**config.mk**
```make
export PLATFORM = sky130hd
export DESIGN_NAME = gray_interleave_order_top_flat
export DESIGN_NICKNAME = d
export VERILOG_FILES = /design/src/sv/gio_pkg.sv /design/src/sv/gio_coord_if.sv /design/src/sv/gio_key_if.sv /design/src/sv/gio_ram.sv /design/src/sv/gio_seq.sv /design/src/sv/gio_serdec.sv /design/src/sv/gray_interleave_order_top.sv /design/src/flat_wrapper.sv
export SDC_FILE = /design/constraint.sdc
export NUM_CORES = 1
export LEC_CHECK = 0
export BUFFER_PORTS_ARGS = -buffer_cell sky130_fd_sc_hd__clkbuf_2
export CAP_MARGIN = 20
export CORE_MARGIN = 1
export CORE_UTILIZATION = 65
export CTS_BUF_LIST = sky130_fd_sc_hd__clkbuf_16
export DETAILED_ROUTE_END_ITERATION = 6
export GPL_TIMING_DRIVEN = 0
export HOLD_SLACK_MARGIN = 0.15
export PLACE_DENSITY_LB_ADDON = 0.2
export SLEW_MARGIN = 10
export SYNTH_ARGS = -nofsm -noshare
export SYNTH_HDL_FRONTEND = slang
export SYNTH_HIERARCHICAL = 1
export SYNTH_SLANG_ARGS = --single-unit
```
**constraint.sdc**
```tcl
create_clock -name clk -period 14.4 [get_ports clk]
set_clock_uncertainty 0.1 [all_clocks]
set_input_delay 2.88 -clock clk [delete_from_list [all_inputs] [get_ports clk]]
set_output_delay 2.88 -clock clk [all_outputs]
set_load 0.01 [all_outputs]
```
**src/sv/gio_pkg.sv**
```systemverilog
// Shared types and constants for the gray interleave order block.
// No dependencies.
`default_nettype none

package gio_pkg;

  localparam int WORD_BITS    = 32;
  localparam int MAX_DIMS_DEF = 16;
  localparam int DIMS_W       = 5;
  localparam int IDX_W        = 4;
  localparam int PLANE_W      = $clog2(WORD_BITS);

  typedef enum logic [1:0] {
    ST_COLLECT,
    ST_EMIT,
    ST_DRAIN
  } gio_state_t;

  // one key bit in flight between the store read and the serial decoder
  typedef struct packed {
    logic               valid;
    logic [PLANE_W-1:0] plane;
  } gio_bit_t;

  // finished key word from the serial decoder
  typedef struct packed {
    logic                 valid;
    logic [WORD_BITS-1:0] word;
    logic [IDX_W-1:0]     idx;
    logic                 last;
  } gio_word_t;

  function automatic logic [WORD_BITS-1:0] to_gray(input logic [WORD_BITS-1:0] v);
    return v ^ (v >> 1);
  endfunction

endpackage

`default_nettype wire

```
**src/sv/gio_coord_if.sv**
```systemverilog
// Coordinate input channel: valid/ready plus one coordinate.
// Depends on gio_pkg.
`default_nettype none

interface gio_coord_if;
  logic                          valid;
  logic                          ready;
  logic [gio_pkg::WORD_BITS-1:0] coord;

  modport source (output valid, output coord, input ready);
  modport sink (input valid, input coord, output ready);
endinterface

`default_nettype wire

```
**src/sv/gio_key_if.sv**
```systemverilog
// Key word output channel: valid/ready plus word, index and last flag.
// Depends on gio_pkg.
`default_nettype none

interface gio_key_if;
  logic                          valid;
  logic                          ready;
  logic [gio_pkg::WORD_BITS-1:0] key_word;
  logic [gio_pkg::IDX_W-1:0]     word_index;
  logic                          last_word;

  modport source (output valid, output key_word, output word_index, output last_word,
                  input ready);
  modport sink (input valid, input key_word, input word_index, input last_word,
                output ready);
endinterface

`default_nettype wire

```
**src/sv/gio_ram.sv**
```systemverilog
// Generic single-write, single-read RAM with registered read data.
// No dependencies.
`default_nettype none

module gio_ram #(
  parameter int WIDTH = 32,
  parameter int DEPTH = 16
) (
  input  wire logic                                  clk,
  input  wire logic                                  we,
  input  wire logic [(DEPTH > 1 ? $clog2(DEPTH) : 1)-1:0] waddr,
  input  wire logic [WIDTH-1:0]                      wdata,
  input  wire logic                                  re,
  input  wire logic [(DEPTH > 1 ? $clog2(DEPTH) : 1)-1:0] raddr,
  output logic      [WIDTH-1:0]                      rdata
);

  logic [WIDTH-1:0] mem [DEPTH];

  always_ff @(posedge clk) begin
    if (we) begin
      mem[waddr] <= wdata;
    end
    if (re) begin
      rdata <= mem[raddr];
    end
  end

endmodule

`default_nettype wire

```
**src/sv/gio_seq.sv**
```systemverilog
// Sequencer: stores coordinates, then walks the store one key bit per cycle
// while go is high (plane by plane, coordinate by coordinate). Uses gio_pkg.
`default_nettype none

module gio_seq #(
  parameter int MAX_DIMS = gio_pkg::MAX_DIMS_DEF
) (
  input  wire logic                          clk,
  input  wire logic                          rst,
  input  wire logic                          cfg_we,
  input  wire logic [gio_pkg::DIMS_W-1:0]    cfg_wdata,
  input  wire logic                          in_fire,
  input  wire logic [gio_pkg::WORD_BITS-1:0] coord,
  input  wire logic                          go,
  input  wire logic                          point_done,
  output logic                               in_ready,
  output logic [gio_pkg::DIMS_W-1:0]         eff_dims,
  output logic                               ram_we,
  output logic [(MAX_DIMS > 1 ? $clog2(MAX_DIMS) : 1)-1:0] ram_waddr,
  output logic [gio_pkg::WORD_BITS-1:0]      ram_wdata,
  output logic                               ram_re,
  output logic [(MAX_DIMS > 1 ? $clog2(MAX_DIMS) : 1)-1:0] ram_raddr,
  output gio_pkg::gio_bit_t                  bit_ctl
);

  localparam int AW = (MAX_DIMS > 1) ? $clog2(MAX_DIMS) : 1;
  localparam int DW = gio_pkg::DIMS_W;
  localparam int PW = gio_pkg::PLANE_W;

  gio_pkg::gio_state_t state, state_next;
  logic [DW-1:0]       dims;
  logic [DW-1:0]       cnt, cnt_next;
  logic [PW-1:0]       plane, plane_next;
  gio_pkg::gio_bit_t   bit_next;
  logic [AW+DW-1:0]    addr_ext;
  logic                cnt_at_end;

  // clamp the dimension count to 1..MAX_DIMS
  always_comb begin
    if (dims == '0) begin
      eff_dims = DW'(1);
    end else if (32'(dims) > MAX_DIMS) begin
      eff_dims = DW'(MAX_DIMS);
    end else begin
      eff_dims = dims;
    end
  end

  assign addr_ext   = {AW'(0), cnt};
  assign cnt_at_end = (cnt == eff_dims - DW'(1));
  assign ram_waddr  = addr_ext[AW-1:0];
  assign ram_raddr  = addr_ext[AW-1:0];
  assign ram_wdata  = gio_pkg::to_gray(coord);

  always_ff @(posedge clk) begin
    if (rst) begin
      state   <= gio_pkg::ST_COLLECT;
      dims    <= DW'(1);
      cnt     <= '0;
      plane   <= '0;
      bit_ctl <= '0;
    end else begin
      state   <= state_next;
      plane   <= plane_next;
      bit_ctl <= bit_next;
      if (cfg_we) begin
        dims <= cfg_wdata;
        cnt  <= '0;  // drop any partial point
      end else begin
        cnt <= cnt_next;
      end
    end
  end

  always_comb begin
    state_next = state;
    cnt_next   = cnt;
    plane_next = plane;
    bit_next   = bit_ctl;
    in_ready   = 1'b0;
    ram_we     = 1'b0;
    ram_re     = 1'b0;
    case (state)
      gio_pkg::ST_COLLECT: begin
        in_ready = 1'b1;
        if (in_fire) begin
          ram_we = 1'b1;
          if (cnt_at_end) begin
            cnt_next   = '0;
            plane_next = '0;
            state_next = gio_pkg::ST_EMIT;
          end else begin
            cnt_next = cnt + DW'(1);
          end
        end
      end
      gio_pkg::ST_EMIT: begin
        if (go) begin
          ram_re         = 1'b1;
          bit_next.valid = 1'b1;
          bit_next.plane = plane;
          if (cnt_at_end) begin
            cnt_next = '0;
            if (plane == PW'(gio_pkg::WORD_BITS - 1)) begin
              state_next = gio_pkg::ST_DRAIN;
            end else begin
              plane_next = plane + PW'(1);
            end
          end else begin
            cnt_next = cnt + DW'(1);
          end
        end
      end
      gio_pkg::ST_DRAIN: begin
        if (go) begin
          bit_next.valid = 1'b0;
        end
        if (point_done) begin
          state_next = gio_pkg::ST_COLLECT;
        end
      end
      default: begin
        state_next = gio_pkg::ST_COLLECT;
      end
    endcase
  end

endmodule

`default_nettype wire

```
**src/sv/gio_serdec.sv**
```systemverilog
// Serial Gray decoder: takes one key bit per cycle when go is high,
// runs the prefix XOR in each word, packs it MSB first. Uses gio_pkg.
`default_nettype none

module gio_serdec (
  input  wire logic                          clk,
  input  wire logic                          rst,
  input  wire logic                          go,
  input  wire gio_pkg::gio_bit_t             bit_ctl,
  input  wire logic [gio_pkg::WORD_BITS-1:0] rdata,
  input  wire logic [gio_pkg::DIMS_W-1:0]    eff_dims,
  output gio_pkg::gio_word_t                 word_out
);

  localparam int WB = gio_pkg::WORD_BITS;
  localparam int PW = gio_pkg::PLANE_W;
  localparam int DW = gio_pkg::DIMS_W;

  logic [WB-1:0] shreg;
  logic [WB-1:0] shreg_next;
  logic [PW-1:0] ofs;
  logic [DW-1:0] wcnt;
  logic [PW-1:0] bit_sel;
  logic          key_bit;
  logic          dec_bit;
  logic          step;
  logic          word_end;

  assign step     = go && bit_ctl.valid;
  assign bit_sel  = PW'(WB - 1) - bit_ctl.plane;
  assign key_bit  = rdata[bit_sel];
  // prefix XOR restarts at the top of every word
  assign dec_bit  = key_bit ^ ((ofs == '0) ? 1'b0 : shreg[0]);
  assign shreg_next = {shreg[WB-2:0], dec_bit};
  assign word_end = (ofs == PW'(WB - 1));

  always_comb begin
    word_out.valid = step && word_end;
    word_out.word  = shreg_next;
    word_out.idx   = wcnt[gio_pkg::IDX_W-1:0];
    word_out.last  = (wcnt == eff_dims - DW'(1));
  end

  always_ff @(posedge clk) begin
    if (rst) begin
      ofs  <= '0;
      wcnt <= '0;
    end else if (step) begin
      if (word_end) begin
        ofs  <= '0;
        wcnt <= word_out.last ? '0 : wcnt + DW'(1);
      end else begin
        ofs <= ofs + PW'(1);
      end
    end
  end

  always_ff @(posedge clk) begin
    if (step) begin
      shreg <= shreg_next;
    end
  end

endmodule

`default_nettype wire

```
**src/sv/gray_interleave_order_top.sv**
```systemverilog
// Gray-code ordering key: coordinate store, bit-serial interleave and decode.
// Depends on gio_pkg, gio_coord_if, gio_key_if, gio_ram, gio_seq, gio_serdec.
//
// Usage:
//   coords: one 32-bit coordinate per transaction, dims transactions per point.
//   keys:   dims transactions per point, key_word with word_index 0 first,
//           last_word set on the final one.
//   cfg_we/cfg_wdata: writes dims (0 acts as 1, above MAX_DIMS acts as
//           MAX_DIMS); a write drops a partially received point. Write only
//           while idle.
// Timing:
//   Each coordinate is stored as it is taken. After the last coordinate of a
//   point, the key is produced one bit per cycle through the single store
//   read port and the serial decoder, holding while the output stalls.
//   coords.ready is low while a key is built.
// Reset (rst, synchronous): dims = 1, no partial point, output empty.
// Stall: a finished word waits in the output register; while it is not taken
//   the bit-serial walk holds, and resumes once keys.ready is seen.
`default_nettype none

module gray_interleave_order_top #(
  parameter int MAX_DIMS = gio_pkg::MAX_DIMS_DEF
) (
  input  wire logic                       clk,
  input  wire logic                       rst,
  input  wire logic                       cfg_we,
  input  wire logic [gio_pkg::DIMS_W-1:0] cfg_wdata,
  gio_coord_if.sink                       coords,
  gio_key_if.source                       keys
);

  localparam int AW = (MAX_DIMS > 1) ? $clog2(MAX_DIMS) : 1;

  logic                          go;
  logic                          in_fire;
  logic                          in_ready;
  logic [gio_pkg::DIMS_W-1:0]    eff_dims;
  logic                          ram_we;
  logic [AW-1:0]                 ram_waddr;
  logic [gio_pkg::WORD_BITS-1:0] ram_wdata;
  logic                          ram_re;
  logic [AW-1:0]                 ram_raddr;
  logic [gio_pkg::WORD_BITS-1:0] ram_rdata;
  gio_pkg::gio_bit_t             bit_ctl;
  gio_pkg::gio_word_t            word_out;
  logic                          out_valid;
  logic [gio_pkg::WORD_BITS-1:0] out_word;
  logic [gio_pkg::IDX_W-1:0]     out_idx;
  logic                          out_last;

  // the walk advances only when the output register can take a word
  assign go      = !out_valid || keys.ready;
  assign in_fire = coords.valid && in_ready;

  assign coords.ready    = in_ready;
  assign keys.valid      = out_valid;
  assign keys.key_word   = out_word;
  assign keys.word_index = out_idx;
  assign keys.last_word  = out_last;

  gio_seq #(
    .MAX_DIMS (MAX_DIMS)
  ) u_seq (
    .clk        (clk),
    .rst        (rst),
    .cfg_we     (cfg_we),
    .cfg_wdata  (cfg_wdata),
    .in_fire    (in_fire),
    .coord      (coords.coord),
    .go         (go),
    .point_done (word_out.valid && word_out.last),
    .in_ready   (in_ready),
    .eff_dims   (eff_dims),
    .ram_we     (ram_we),
    .ram_waddr  (ram_waddr),
    .ram_wdata  (ram_wdata),
    .ram_re     (ram_re),
    .ram_raddr  (ram_raddr),
    .bit_ctl    (bit_ctl)
  );

  gio_ram #(
    .WIDTH (gio_pkg::WORD_BITS),
    .DEPTH (MAX_DIMS)
  ) u_store (
    .clk   (clk),
    .we    (ram_we),
    .waddr (ram_waddr),
    .wdata (ram_wdata),
    .re    (ram_re),
    .raddr (ram_raddr),
    .rdata (ram_rdata)
  );

  gio_serdec u_serdec (
    .clk      (clk),
    .rst      (rst),
    .go       (go),
    .bit_ctl  (bit_ctl),
    .rdata    (ram_rdata),
    .eff_dims (eff_dims),
    .word_out (word_out)
  );

  always_ff @(posedge clk) begin
    if (rst) begin
      out_valid <= 1'b0;
    end else if (go && word_out.valid) begin
      out_valid <= 1'b1;
    end else if (keys.ready) begin
      out_valid <= 1'b0;
    end
  end

  always_ff @(posedge clk) begin
    if (go && word_out.valid) begin
      out_word <= word_out.word;
      out_idx  <= word_out.idx;
      out_last <= word_out.last;
    end
  end

endmodule

`default_nettype wire

```
**src/flat_wrapper.sv**
```systemverilog
// flat-port wrapper written by rule: the top's interface ports become plain ports
module gray_interleave_order_top_flat 
#(
  parameter int MAX_DIMS = gio_pkg::MAX_DIMS_DEF
)
  (clk, rst, cfg_we, cfg_wdata, coords_valid, coords_coord, coords_ready, keys_valid, keys_key_word, keys_word_index, keys_last_word, keys_ready);
  gio_coord_if coords_i ();
  gio_key_if keys_i ();
  input  wire logic clk;
  input  wire logic rst;
  input  wire logic cfg_we;
  input  wire logic [gio_pkg::DIMS_W-1:0] cfg_wdata;
  input wire logic [$bits(coords_i.valid)-1:0] coords_valid;
  input wire logic [$bits(coords_i.coord)-1:0] coords_coord;
  output wire logic [$bits(coords_i.ready)-1:0] coords_ready;
  output wire logic [$bits(keys_i.valid)-1:0] keys_valid;
  output wire logic [$bits(keys_i.key_word)-1:0] keys_key_word;
  output wire logic [$bits(keys_i.word_index)-1:0] keys_word_index;
  output wire logic [$bits(keys_i.last_word)-1:0] keys_last_word;
  input wire logic [$bits(keys_i.ready)-1:0] keys_ready;
  assign coords_i.valid = coords_valid;
  assign coords_i.coord = coords_coord;
  assign coords_ready = coords_i.ready;
  assign keys_valid = keys_i.valid;
  assign keys_key_word = keys_i.key_word;
  assign keys_word_index = keys_i.word_index;
  assign keys_last_word = keys_i.last_word;
  assign keys_i.ready = keys_ready;
  gray_interleave_order_top #(.MAX_DIMS(MAX_DIMS)) u_core (.clk(clk), .rst(rst), .cfg_we(cfg_we), .cfg_wdata(cfg_wdata), .coords(coords_i), .keys(keys_i));
endmodule
```
# Yosys cells after proc, flatten, opt, wreduce, memory -nomap -nowiden
# Memory sizes are Yosys's and may differ from the RTL's. A register that Yosys moved wholly into a read port is not among the register bits.
# Index checks and enable logic that the tools add are counted.
# Widths: inputs -> output; s select.
[totals]
ff_bits = 102
ramBits = 512
inputBits = 42
out_inout_bits = 39
word_cells = 94
mem_count = 1
[memory_table]
columns = ["name", "depth", "width", "read_ports", "rd_clocked_by_memory_dff", "wr", "line_no", "source"]
rows = [
  ["u_core.u_store.mem", 16, 32, 1, 1, 1, "gio_ram.sv:18", "logic [WIDTH-1:0] mem [DEPTH];"],
]
[classes]
addsub = 6
magnitude_cmp = 2
eq_ne = 14
mux = 36
n_bitwise = 2
n_reduce_logical = 20
[op_table]
columns = ["op", "n"]
rows = [
  ["$mux 5", 12],
  ["$xor 32x31->32", 1],
  ["$add 5x1->5 const B", 4],
  ["$pmux 5 s2", 2],
  ["$mux 1", 12],
  ["$mux 2", 6],
  ["$reduce_and 6->1", 2],
  ["$eq 5x5->1", 2],
  ["$eq 5x5->1 const B", 2],
  ["$logic_not 5->1", 2],
  ["$ne 2x2->1 const B", 5],
  ["$lt 5x6->1 const B", 1],
  ["$mux 6", 1],
  ["$ne 2x1->1 const B", 3],
  ["$pmux 2 s3", 1],
  ["$reduce_and 3->1", 2],
  ["$reduce_bool 2->1", 3],
  ["$bmux 1 s5", 1],
  ["$gt 5x5->1 const B", 1],
  ["$logic_and 1x1->1", 5],
  ["$sub 5x1->5 const B", 1],
  ["$sub 5x5->5 const A", 1],
  ["$reduce_and 2->1", 2],
  ["$eq 2x1->1 const B", 1],
  ["other kinds (7)", 7],
]

# Logic depth before layout (Yosys ltp)
# Gate-level depths: netlist of run 1.
[depth]
word_depth = 8
ltp_mapped = 14
depth_no_buf = 13

# By module
# The synthesis of run 1 kept the hierarchy.
[modules_own_cells]
columns = ["mod", "n_inst", "cells_per_inst", "area_each_um2", "seq_area_each_um2"]
rows = [
  ["gio_ram", 1, 838, 20155.6, 16335.7],
  ["gio_serdec", 1, 148, 1926.8, 1131.1],
  ["gio_seq", 1, 183, 1561.5, 460.4],
  ["gray_interleave_order_top", 1, 44, 1178.6, 1131.1],
]

# Worst setup path before layout of run 1
# No wires, ideal clock.
[synth_path]
path_type = "input-to-reg"
startpoint = "input coords_valid"
endpoint = "memory u_core.u_store.mem[0][0] (enable)"
setup_ns = 0.461
arrival_ns = 5.958
required_time_ns = 13.839
slack_ns = 7.881
path_stages = 5
n_path_buf = 0
cell_sequence = "and2_1 nand2b_1 nor2_1 or3b_2 nor3_1"
[synth_via]
elab_chain_len = 5
[synth_rtl]
columns = ["element", "line_no", "source"]
rows = [
  ["start: declaration", "flat_wrapper.sv:13", "input wire logic [$bits(coords_i.valid)-1:0] coords_valid;"],
  ["$logic_and 1x1->1", "gray_interleave_order_top.sv:53", "assign in_fire = coords.valid && in_ready;"],
  ["$mux 1", "gio_seq.sv:86", "if (in_fire) begin"],
  ["$mux 1", "gio_seq.sv:83", "case (state)"],
  ["named net u_core.ram_we", "gray_interleave_order_top.sv:38", "logic ram_we;"],
  ["$mux 1", "gio_ram.sv:21", "if (we) begin"],
  ["$mux 1 (not written as such)", "gio_ram.sv:22", "mem[waddr] <= wdata;"],
  ["end: declaration", "gio_ram.sv:18", ""],
]
# The timed path passes the listed nets, and every way through them passes these cells.

# Worst setup path after layout of run 1
[layout_path]
startpoint = "input coords_valid"
endpoint = "memory u_core.u_store.mem[0][16] (enable)"
[layout_via]
elab_chain_len = 5
[layout_rtl]
columns = ["element", "line_no", "source"]
rows = [
  ["$logic_and 1x1->1", "gray_interleave_order_top.sv:53", ""],
  ["named net u_core.in_fire", "gray_interleave_order_top.sv:35", "logic in_fire;"],
  ["$mux 1", "gio_seq.sv:86", ""],
  ["$mux 1", "gio_seq.sv:83", ""],
  ["named net u_core.ram_we", "gray_interleave_order_top.sv:38", ""],
  ["$mux 1", "gio_ram.sv:21", ""],
  ["$mux 1 (not written as such)", "gio_ram.sv:22", ""],
]
# The timed path passes the listed nets, and every way through them passes these cells.

==> results of run 1 <==
==> through the flow <==
| stage | power (mW) | hold slack (ns) | cells |
|---|---|---|---|
| 2_1_floorplan | 2.36 | 0.300 | 1213 |
| 3_3_place_gp | 2.43 | 0.306 | 1803 |
| 3_5_place_dp | 2.45 | 0.319 | 1833 |
| 4_1_cts | 4.04 | 0.335 | 1949 |
| 5_1_grt | 4.14 | 0.339 | 1964 |
| 6_report | 4.03 | 0.335 | 1964 |
==> state kept, by name (all words and copies together), names as in the netlist <==
register                count
u_core/u_store/rdata       32
u_core/u_seq/cnt            5
u_core/u_serdec/wcnt        5
u_core/u_seq/dims           5
u_core/u_seq/plane          5
u_core/u_serdec/shreg      31
u_core/u_store/mem        512
u_core/u_serdec/ofs         5
u_core/u_seq/bit_ctl        6
u_core/u_seq/state          2
u_core/keys.key_word       32
u_core/keys.last_word       1
u_core/keys.valid           1
u_core/keys.word_index      4
==> placed cells by master, fill, tap and decap left out, drive strengths merged, types with 6 or more instances in the layout <==
master | synthesis | routed
nor3 | 10 | 10
mux2i | 10 | 10
nor2 | 34 | 34
inv | 14 | 26
edfxtp | 612 | 612
nand3 | 8 | 8
a22oi | 64 | 64
nand4 | 6 | 6
bufinv | 0 | 8
nand2 | 60 | 60
mux4 | 134 | 134
clkinv | 0 | 31
buf | 46 | 91
clkbuf | 23 | 165
o21ai | 6 | 6
nor2b | 7 | 7
nand2b | 9 | 9
a21oi | 24 | 24
and2 | 8 | 8
xor2 | 39 | 39
ha | 9 | 9
dfxtp | 34 | 34
==> cell type report <==
cell class                      instances  area [sq um]  area share
Sequential cell                       646         19100       0.667
Clock buffer                           63          1580      0.0552
Multi-Input combinational cell        484          5450       0.191
Inverter                               14          52.6     0.00184
Buffer                                 69           370      0.0130
Clock inverter                         53           437      0.0153
Tap cell                              511           639      0.0224
Timing Repair Buffer                  124           991      0.0347
==> per-layer routing <==
| metal | vias up | wire length, microns | track usage |
|---|---|---|---|
| li1 | 5337 | - | - |
| met1 | 6548 | 20500 | 0.391 |
| met2 | 716 | 27400 | 0.478 |
| met3 | 127 | 4700 | 0.0570 |
| met4 | 0 | 1740 | 0.107 |
| met5 | - | 0 | 0 |
==> worst max-delay path: cells and delay by family <==
kind / cells / cell delay, ns
buffers and inverters: 3 / 0.56
AND/OR/NAND/NOR: 5 / 1.67
==> power groups by stage <==
| stage | registers (mW) | logic, mW | clock network, mW |
|---|---|---|---|
| 6_report | 2.14 | 0.281 | 1.60 |
| 5_1_grt | 2.14 | 0.301 | 1.70 |
| 4_1_cts | 2.14 | 0.274 | 1.63 |
| 3_5_place_dp | 2.18 | 0.270 | 0 |
| 3_3_place_gp | 2.18 | 0.249 | 0 |
| 2_1_floorplan | 2.18 | 0.184 | 0 |
==> cell families after synthesis <==
kind of cell | count (synthesis)
flops | 646
simple gates | 163
mux | 146
compound gates | 122
buf+inv | 83
xor+xnor | 44
fa+ha+maj | 9
==> path summary, 6_finish.rpt <==
| path | slack [ns] | endpoint | depth (start not counted) |
|---|---|---|---|
| max | 9.49 | u_core/u_store/mem[0][16] | 8 |
| min reg2reg | 0.33 | u_core/keys.key_word[31] | 0 |
| max reg2reg | 11.08 | u_core/u_store/mem[0][16] | 9 |
| min | 0.33 | u_core/keys.key_word[31] | 0 |
==> out/qor.yml, run 1 <==
yosys:
  yosys.area_share.simple: 0.0324
  synthesis.area_sq_um: 24800
  yosysSeqAreaShare: 0.768
  synthAdderAreaFrac: 0.00454
  synthTopCellsByArea: "edfxtp_1 (74%), mux4_2 (12%), dfxtp_1 (2.7%), a22oi_1 (1.9%), xor2_1 (1.4%)"
  synth_top_area_share: 0.740
  synth_common_cells: "edfxtp_1 (612), mux4_2 (130), a22oi_1 (64)"
  synth_cell_types: 61
  yosys_warnings: 6
  muxShareOfSynthArea: 0.127
  synth.largest_area_cell: "edfxtp_1"
  yosysMostFrequentCell: "edfxtp_1"
  synthArstFlopShare: 0
  synthXorXnorAreaFrac: 0.0155
  synth_top_family_by_area: "multiplexers"
  synth_nets: 1264
  synth_cells: 1213
  synth.avg_cell_area_sq_um: 20.5
  synth_compound_gate_area_share: 0.0356
  synth_edf_count: 612
  synth-main-ff-cell: "edfxtp_1"
  ys_seq_elements: 646
place:
  hpwl_microns: 32000
  pre_cts_slack_ns: 8.87
  routabilityCongestion: 0.805
  place_area_sq_um: 26500
  port_buffers: 79
clocking:
  cts_made_buffers: 61
  tritoncts: "built"
  cts.sink_count: 646
  clkSlewWorstSetupHoldPaths_ns: 0.06
  cts-root-buf: "clkbuf_16"
  htree_levels: 2
  cts_resized: 0
  clockBufferDepth: 3
  insertion_delay_ns: 0.62
  post_cts_buffers: 0
  cts.hold.buffers_added: 0
drt:
  wl_microns: 54300
  avgViaCountPerCell: 6.48
  drtAntennaViolNets: 0
  dr_total_vias: 12700
  drc: 0
  dr.pass1.iters: 5
  wl_per_cell_microns: 27.7
  drt_iter0_drc: 1178
grt:
  grt.total_usage: 0.290
  grt_pass1_vias: 12800
  grt_pass1_wl_microns: 80000
  antenna_found_initial: 0
  grt_max_degree: 38
  grt.overflow.total: 0
die:
  io_pins: 81
  die_y_microns: 197
  core-area_sq_um: 37700
  initial_core_util: 0.659
  rows: 71
  die_area_sq_um: 39000
  die_w_microns: 197
worst_setup_path:
  worstSetupPathType: "in2reg"
  cp-startpoint: "coords_valid"
  arrival_ns: 5.12
  worst_ep_required_time_ns: 14.62
  critPathLaunchType: "input port"
  endpoint_kind: "flop"
  critPathSlowestCell: "or3b_2"
  path_max_fanout: 9
  cpPeakStageDelay_ns: 0.60
  r2r-start: "u_core/u_seq/state[0]"
  cp_cell_sequence: "clkbuf_2, and2_1, nand2b_1, nor2_1, or3b_2, nor3_2, buf_6, buf_4"
power:
  power_frac_seq: 0.532
  power_frac_comb: 0.070
  p_sw_frac: 0.212
  leakagePower_nw: 9.31
  peakVddDrop_uv: 115
  p_int_mw: 3.17
  power_switching_uw: 852
  p_clk_frac: 0.398
  pwr_density_cell_nw_per_um2: 141
worst_hold_path:
  hp-start: "u_core/u_serdec/shreg[30]"
  holdCritPathClass: "reg2reg"
layout:
  n_fill_cell: 2097
  final_core_util: 0.759
  area_growth_pct: 15.1
  drive_gt1_frac: 0.279
  design_area_sq_um: 28600
  layout.nets: 1451
  diodes: 0
job:
  cap_viol_max_count: 0
sta:
  fin_crit_sh: 0.341
  tightest_slew_ns: 1.07
  setup_ws_ns: 9.49
  relSlewSlack: 0.286
  fin_tns_setup_ns: 0
  fmax_ghz: 0.204
  rsz0062_at_grt: "no"
  setup_viol: 0
  fin_crit_ns: 4.91
  slew_viol_final: 0
  finalHoldViolCount: 0
status:
  status: "completed"
(Power assumes the default switching activity.)
==> run 2: changes to the inputs <==
--- a/config.mk
+++ b/config.mk
@@ -8,7 +8,7 @@
 export BUFFER_PORTS_ARGS = -buffer_cell sky130_fd_sc_hd__clkbuf_2
 export CAP_MARGIN = 20
 export CORE_MARGIN = 1
-export CORE_UTILIZATION = 65
+export CORE_UTILIZATION = 56
 export CTS_BUF_LIST = sky130_fd_sc_hd__clkbuf_16
 export DETAILED_ROUTE_END_ITERATION = 6
 export GPL_TIMING_DRIVEN = 0
==> constraint.sdc (replaced) <==
create_clock -name clk -period 4.4 [get_ports clk]
set_clock_uncertainty 0.1 [all_clocks]
set_input_delay 0.88 -clock clk [delete_from_list [all_inputs] [get_ports clk]]
set_output_delay 0.88 -clock clk [all_outputs]
set_load 0.01 [all_outputs]
==> run 2 against run 1 <==
Worst hold slack got worse by 0.011 ns. Sequential power grew to 3.3 times the previous value. Count of clock-buffer cells in the layout increased by 6. Critical path depth unchanged. Sequential share of layout area fell by 0.43 points. Via count down 3.9%. Largest cell class unchanged. Largest power group unchanged. Routed wire length down 7.1%. Die area is 16% higher. Combinational power increased to 3.2 times the previous value. Register-to-register slack got worse by 9.9 ns. Critical path type is now reg2reg. Sequential cell count stayed put.
==> out/qor.yml, run 2 (synthesis results as in run 1) <==
clocking:
  htree_levels: 3  # +1
  clockBufferDepth: 3  # unchanged
  cts.sink_count: 646  # unchanged
  clkSlewWorstSetupHoldPaths_ns: 0.06  # about the same
  insertion_delay_ns: 0.58  # -0.04 ns
  cts_resized: 0  # unchanged
  cts_made_buffers: 66  # +8.2%
  cts-root-buf: "clkbuf_16"
  cts.hold.buffers_added: 0  # unchanged
  post_cts_buffers: 0  # unchanged
  tritoncts: "built"
worst_setup_path:
  critPathLaunchType: "flop"
  arrival_ns: 3.36  # -1.76 ns
  cp-endpoint: "u_core/u_store/mem[2][10]"
  r2r-start: "u_core/u_seq/state[0]"
  ff2ff_path_depth: 8  # -1
  cp-startpoint: "u_core/u_seq/state[0]"
  cp_cell_sequence: "clkbuf_1, nor2_1, and2_1, nand2b_1, nor2_1, or3b_2, nor2_4, buf_16"
  r2r_end: "u_core/u_store/mem[2][10]"
  worst_ep_required_time_ns: 4.57  # -10.05 ns
  r2r_setup_slack_ns: 1.21  # -9.87 ns
  path_max_fanout: 18  # +9
  worstSetupPathType: "reg2reg"
  cp_common_cell: "nor2_1"
  endpoint_kind: "flop"
  cpPeakStageDelay_ns: 0.64  # +0.04 ns
  critPathSlowestCell: "nor2_4"
drt:
  wl_microns: 50500  # -7.1%
  avgViaCountPerCell: 6.02  # -7.1%
  drt_iter0_drc: 1110  # -5.8%
  dr.pass1.iters: 5  # unchanged
  dr_total_vias: 12200  # -3.9%
  wl_per_cell_microns: 24.9  # -10%
  drc: 0  # unchanged
  drtAntennaViolNets: 0  # unchanged
layout:
  diodes: 0  # unchanged
  largest_reg_flops: 512  # unchanged
  multi_input_comb_area_sq_um: 5460  # +0.11%
  final_cell_mix: "edfxtp_1 (612), mux4_2 (130), clkbuf_2 (79), clkbuf_16 (69), a22oi_1 (64)"
  design_area_sq_um: 28800  # +0.66%
  stdcell_count: 2031  # +3.4%
  area_growth_pct: 15.9
  mostFrequentLayoutCell: "edfxtp_1"
  n_fill_cell: 2877  # +37%
  layout.nets: 1448  # -0.21%
  drive_gt1_frac: 0.281  # +0.00204
  largest_register: "u_core/u_store/mem"
  final_core_util: 0.663  # -0.0953
  seqCellArea_sq_um: 19100  # unchanged
grt:
  grt.total_usage: 0.235  # -0.0550
  grt.overflow.total: 0  # unchanged
  grt_pass1_vias: 12400  # -2.6%
  antenna_found_initial: 1  # +1
  grt_max_degree: 38  # unchanged
  grt_pass1_wl_microns: 76100  # -4.9%
sta:
  tightest_slew_ns: 1.15  # +0.0801 ns
  fin_crit_ns: 3.19
  setup_ws_ns: 1.21  # -8.28 ns
  slew_viol_final: 0  # unchanged
  fin_crit_sh: 0.725
  rsz0062_at_grt: "no"
  relSlewSlack: 0.232  # -0.0536
  setup_viol: 0  # unchanged
  fmax_ghz: 0.314
  finalHoldViolCount: 0  # unchanged
place:
  place_area_sq_um: 26600  # +0.45%
  pre_cts_slack_ns: 0.434  # -8.43 ns
  hpwl_microns: 32400  # +1.4%
  dp.cells: 1907  # +4.0%
  routabilityCongestion: 0.793  # -1.5%
  port_buffers: 79  # unchanged
die:
  core-area_sq_um: 43400  # +15%
  die_y_microns: 213  # +7.7%
  initial_core_util: 0.572  # -0.0866
  die_area_sq_um: 45200  # +16%
  rows: 76  # +7.0%
  io_pins: 81  # unchanged
  die_w_microns: 213  # +7.7%
power:
  peakVddDrop_uv: 341  # +200%
  pwr_density_cell_nw_per_um2: 464  # +230%
  leakagePower_nw: 9.34  # +0.28%
status:
  status: "completed"
worst_hold_path:
  holdCritPathClass: "reg2reg"
job:
  cap_viol_max_count: 0  # unchanged
## run 2: area by class of cell
| class | instances | area share |
|---|---|---|
| Buffer | 69 | 0.0129 |
| Clock buffer | 69 | 0.0600 |
| Clock inverter | 48 | 0.0137 |
| Inverter | 14 | 0.00183 |
| Multi-Input combinational cell | 484 | 0.190 |
| Sequential cell | 646 | 0.663 |
| Tap cell | 585 | 0.0254 |
| Timing Repair Buffer | 116 | 0.0338 |
## run 2: worst min path at each step
stage | start | end | slack (ns) | depth (start not counted)
global route | u_core/u_serdec/shreg[30] | u_core/keys.key_word[31] | 0.34 | 0
floorplan | u_core/u_serdec/shreg[30] | u_core/keys.key_word[31] | 0.30 | 0
global placement | u_core/u_serdec/shreg[30] | u_core/keys.key_word[31] | 0.31 | 0
detailed placement | u_core/u_serdec/shreg[30] | u_core/keys.key_word[31] | 0.31 | 0
CTS | u_core/u_serdec/shreg[30] | u_core/keys.key_word[31] | 0.32 | 0
finish | u_core/u_serdec/shreg[30] | u_core/keys.key_word[31] | 0.32 | 0
## run 2: metrics by stage
stage,total power [mW],TNS [ns],hold slack [ns]
global placement,7.97,-581.73,0.306
CTS,13.4,0,0.325
detailed placement,8.02,0,0.310
finish,13.3,0,0.323
floorplan,7.72,0,0.300
global route,13.8,0,0.340
## run 2: report_power, final
group	internal, mW	leakage (nW)	switching (mW)
sequential	6.96	5.81	0.0409
combinational	0.362	2.44	0.528
clock	3.20	1.08	2.25
## run 2: worst max-delay path: cells and delay by family (launching register included)
kind | cells | cell delay [ns]
flip-flops | 1 | 0.30
AND/OR/NAND/NOR | 6 | 2.00
buffers and inverters | 2 | 0.45
## run 2: per-layer routing
layer  vias up  global-route usage  wire length (microns)
li1       5332                   -                      -
met1      6340               0.328                  21000
met2       450               0.381                  24600
met3       106              0.0437                   3500
met4         2              0.0719                   1400
met5         -                   0                     13
==> run 3: changes to the inputs <==
--- a/config.mk
+++ b/config.mk
@@ -8,7 +8,7 @@
 export BUFFER_PORTS_ARGS = -buffer_cell sky130_fd_sc_hd__clkbuf_2
 export CAP_MARGIN = 20
 export CORE_MARGIN = 1
-export CORE_UTILIZATION = 56
+export CORE_UTILIZATION = 61
 export CTS_BUF_LIST = sky130_fd_sc_hd__clkbuf_16
 export DETAILED_ROUTE_END_ITERATION = 6
 export GPL_TIMING_DRIVEN = 0
==> constraint.sdc (replaced) <==
create_clock -name clk -period 3 [get_ports clk]
set_clock_uncertainty 0.1 [all_clocks]
set_input_delay 0.6 -clock clk [delete_from_list [all_inputs] [get_ports clk]]
set_output_delay 0.6 -clock clk [all_outputs]
set_load 0.01 [all_outputs]
==> run 3 against run 2 <==
Via count is 3.8% higher. Routed wire length is 6.7% higher. Critical path depth is 2 lower. Worst hold slack worse by 0.069 ns. Maximum frequency is 9.2% higher. First-iteration DRC count is 21% higher. Sequential power is 47% higher. Worst setup slack worse by 1.1 ns. Sequential share of layout area is 0.61 points lower. Combinational power is 54% higher. Die area is 8.1% lower. Power is 41% higher. Largest cell class unchanged.
==> out/qor.yml, run 3 (synthesis results as in run 1) <==
layout:
  largest_reg_flops: 512  # unchanged
  largest_register: "u_core/u_store/mem"
  diodes: 0  # unchanged
  design_area_sq_um: 29000  # +0.92%
  drive_gt1_frac: 0.286  # +0.00533
  stdcell_count: 1993  # -1.9%
  mostFrequentLayoutCell: "edfxtp_1"
  layout.nets: 1472  # +1.7%
  final_cell_mix: "edfxtp_1 (612), mux4_2 (130), clkbuf_2 (79), a22oi_1 (64), clkbuf_16 (61)"
  area_growth_pct: 16.9
  n_fill_cell: 2224  # -23%
die:
  core-area_sq_um: 39900  # -7.9%
  die_area_sq_um: 41500  # -8.1%
  die_w_microns: 204  # -4.1%
  io_pins: 81  # unchanged
  die_y_microns: 204  # -4.1%
  rows: 73  # -3.9%
  initial_core_util: 0.622  # +0.0494
status:
  status: "completed"
grt:
  grt.total_usage: 0.271  # +0.0355
  grt_max_degree: 38  # unchanged
  antenna_found_initial: 0  # -1
  grt_pass1_wl_microns: 80400  # +5.6%
  grt.overflow.total: 0  # unchanged
  grt_pass1_vias: 12800  # +3.3%
place:
  place_area_sq_um: 26600  # about the same
  hpwl_microns: 33100  # +2.2%
  pre_cts_slack_ns: -0.132  # -0.566 ns
  port_buffers: 79  # unchanged
  routabilityCongestion: 0.790  # -0.30%
  dp.cells: 1841  # -3.5%
clocking:
  cts_made_buffers: 61  # -7.6%
  cts-root-buf: "clkbuf_16"
  insertion_delay_ns: 0.62  # +0.04 ns
  htree_levels: 2  # -1
  clkSlewWorstSetupHoldPaths_ns: 0.06  # about the same
  tritoncts: "built"
  cts.sink_count: 646  # unchanged
  clockBufferDepth: 3  # unchanged
drt:
  wl_microns: 53900  # +6.7%
  dr_total_vias: 12700  # +3.8%
  dr.pass1.iters: 6  # +1
  wl_per_cell_microns: 27.0  # +8.7%
  drc: 0  # unchanged
  drtAntennaViolNets: 0  # unchanged
  avgViaCountPerCell: 6.37  # +5.8%
  drt_iter0_drc: 1348  # +21%
sta:
  slew_viol_final: 0  # unchanged
  tightest_slew_ns: 1.13  # -0.0168 ns
  fin_crit_ns: 2.92  # -0.268 ns
  relSlewSlack: 0.243  # +0.0112
  setup_ws_ns: 0.0796  # -1.13 ns
  holdWs_ns: 0.255  # -0.0688 ns
  fmax_ghz: 0.342  # +9.2%
  fin_crit_sh: 0.973  # +0.249
  setup_viol: 0  # unchanged
  finalHoldViolCount: 0  # unchanged
worst_setup_path:
  arrival_ns: 3.16  # -0.20 ns
  worstSetupPathType: "reg2reg"
  worst_ep_required_time_ns: 3.24  # -1.33 ns
  critPathLaunchType: "flop"
  endpoint_kind: "flop"
  path_max_fanout: 10  # -8
job:
  cap_viol_max_count: 0  # unchanged
worst_hold_path:
  holdCritPathClass: "in2reg"
power:
  leakagePower_nw: 9.46  # +1.2%
  finalPower_mw: 18.9  # +41%
  pwr_density_cell_nw_per_um2: 649  # +40%
  peakVddDrop_uv: 477  # +40%
[run 3: path summary, 6_finish.rpt]
path / startpoint / slack, ns / cells after the start / end
hold reg to reg: u_core/u_serdec/shreg[30] / 0.34 / 0 / u_core/keys.key_word[31]
hold / removal: keys_ready / 0.25 / 3 / u_core/keys.valid
setup / recovery: u_core/u_seq/cnt[1] / 0.08 / 6 / u_core/u_store/rdata[31]
setup reg to reg: u_core/u_seq/cnt[1] / 0.08 / 6 / u_core/u_store/rdata[31]
[run 3: stage by stage]
stage,TNS [ns],utilization
global placement,-606.20,0.650
CTS,0,0.723
global route,-0.00125,0.727
floorplan,-57.60,-
finish,0,0.727
detailed placement,-16.16,0.666
[run 3: per-layer routing]
layer  GRT usage  vias up  share of wire
met2       0.451      685           0.50
met3      0.0478      122          0.087
li1            -     5375              -
met1       0.362     6517           0.38
met5           0        -              0
met4       0.100        0          0.032
[run 3: repair_timing]
item,4_1_cts,5_1_grt
pin swaps,13,4
cloned,0,0
setup buffers,20,8
endpoints found under the setup margin,205,106
hold buffers,6,0
gates resized for setup,0,6
hold endpoints to repair,6,0
[run 3: where the power goes]
group          total [mW]  leakage [nW]  internal, mW  switching (mW)
Combinational        1.37          2.66         0.576           0.796
Sequential           10.3          5.81          10.2          0.0653
Clock                7.20         0.977          4.02            3.19
[run 3: worst max-delay path, cell delays in order (launching register included)]
cell             delay, ns
dfxtp_1               0.48
buf_4                 0.18
buf_2                 0.31
clkdlybuf4s15_1       0.78
mux4_2                0.41
a22oi_1               0.25
nand2_1               0.13
[run 3: area by class of cell]
cell class	instances	area [sq um]	share of cell area
Sequential cell	646	19100	0.657
Multi-Input combinational cell	484	5500	0.190
Clock buffer	61	1530	0.0526
Timing Repair Buffer	145	1520	0.0524
Tap cell	525	657	0.0226
Buffer	69	377	0.0130
Clock inverter	49	337	0.0116
Inverter	14	52.6	0.00181
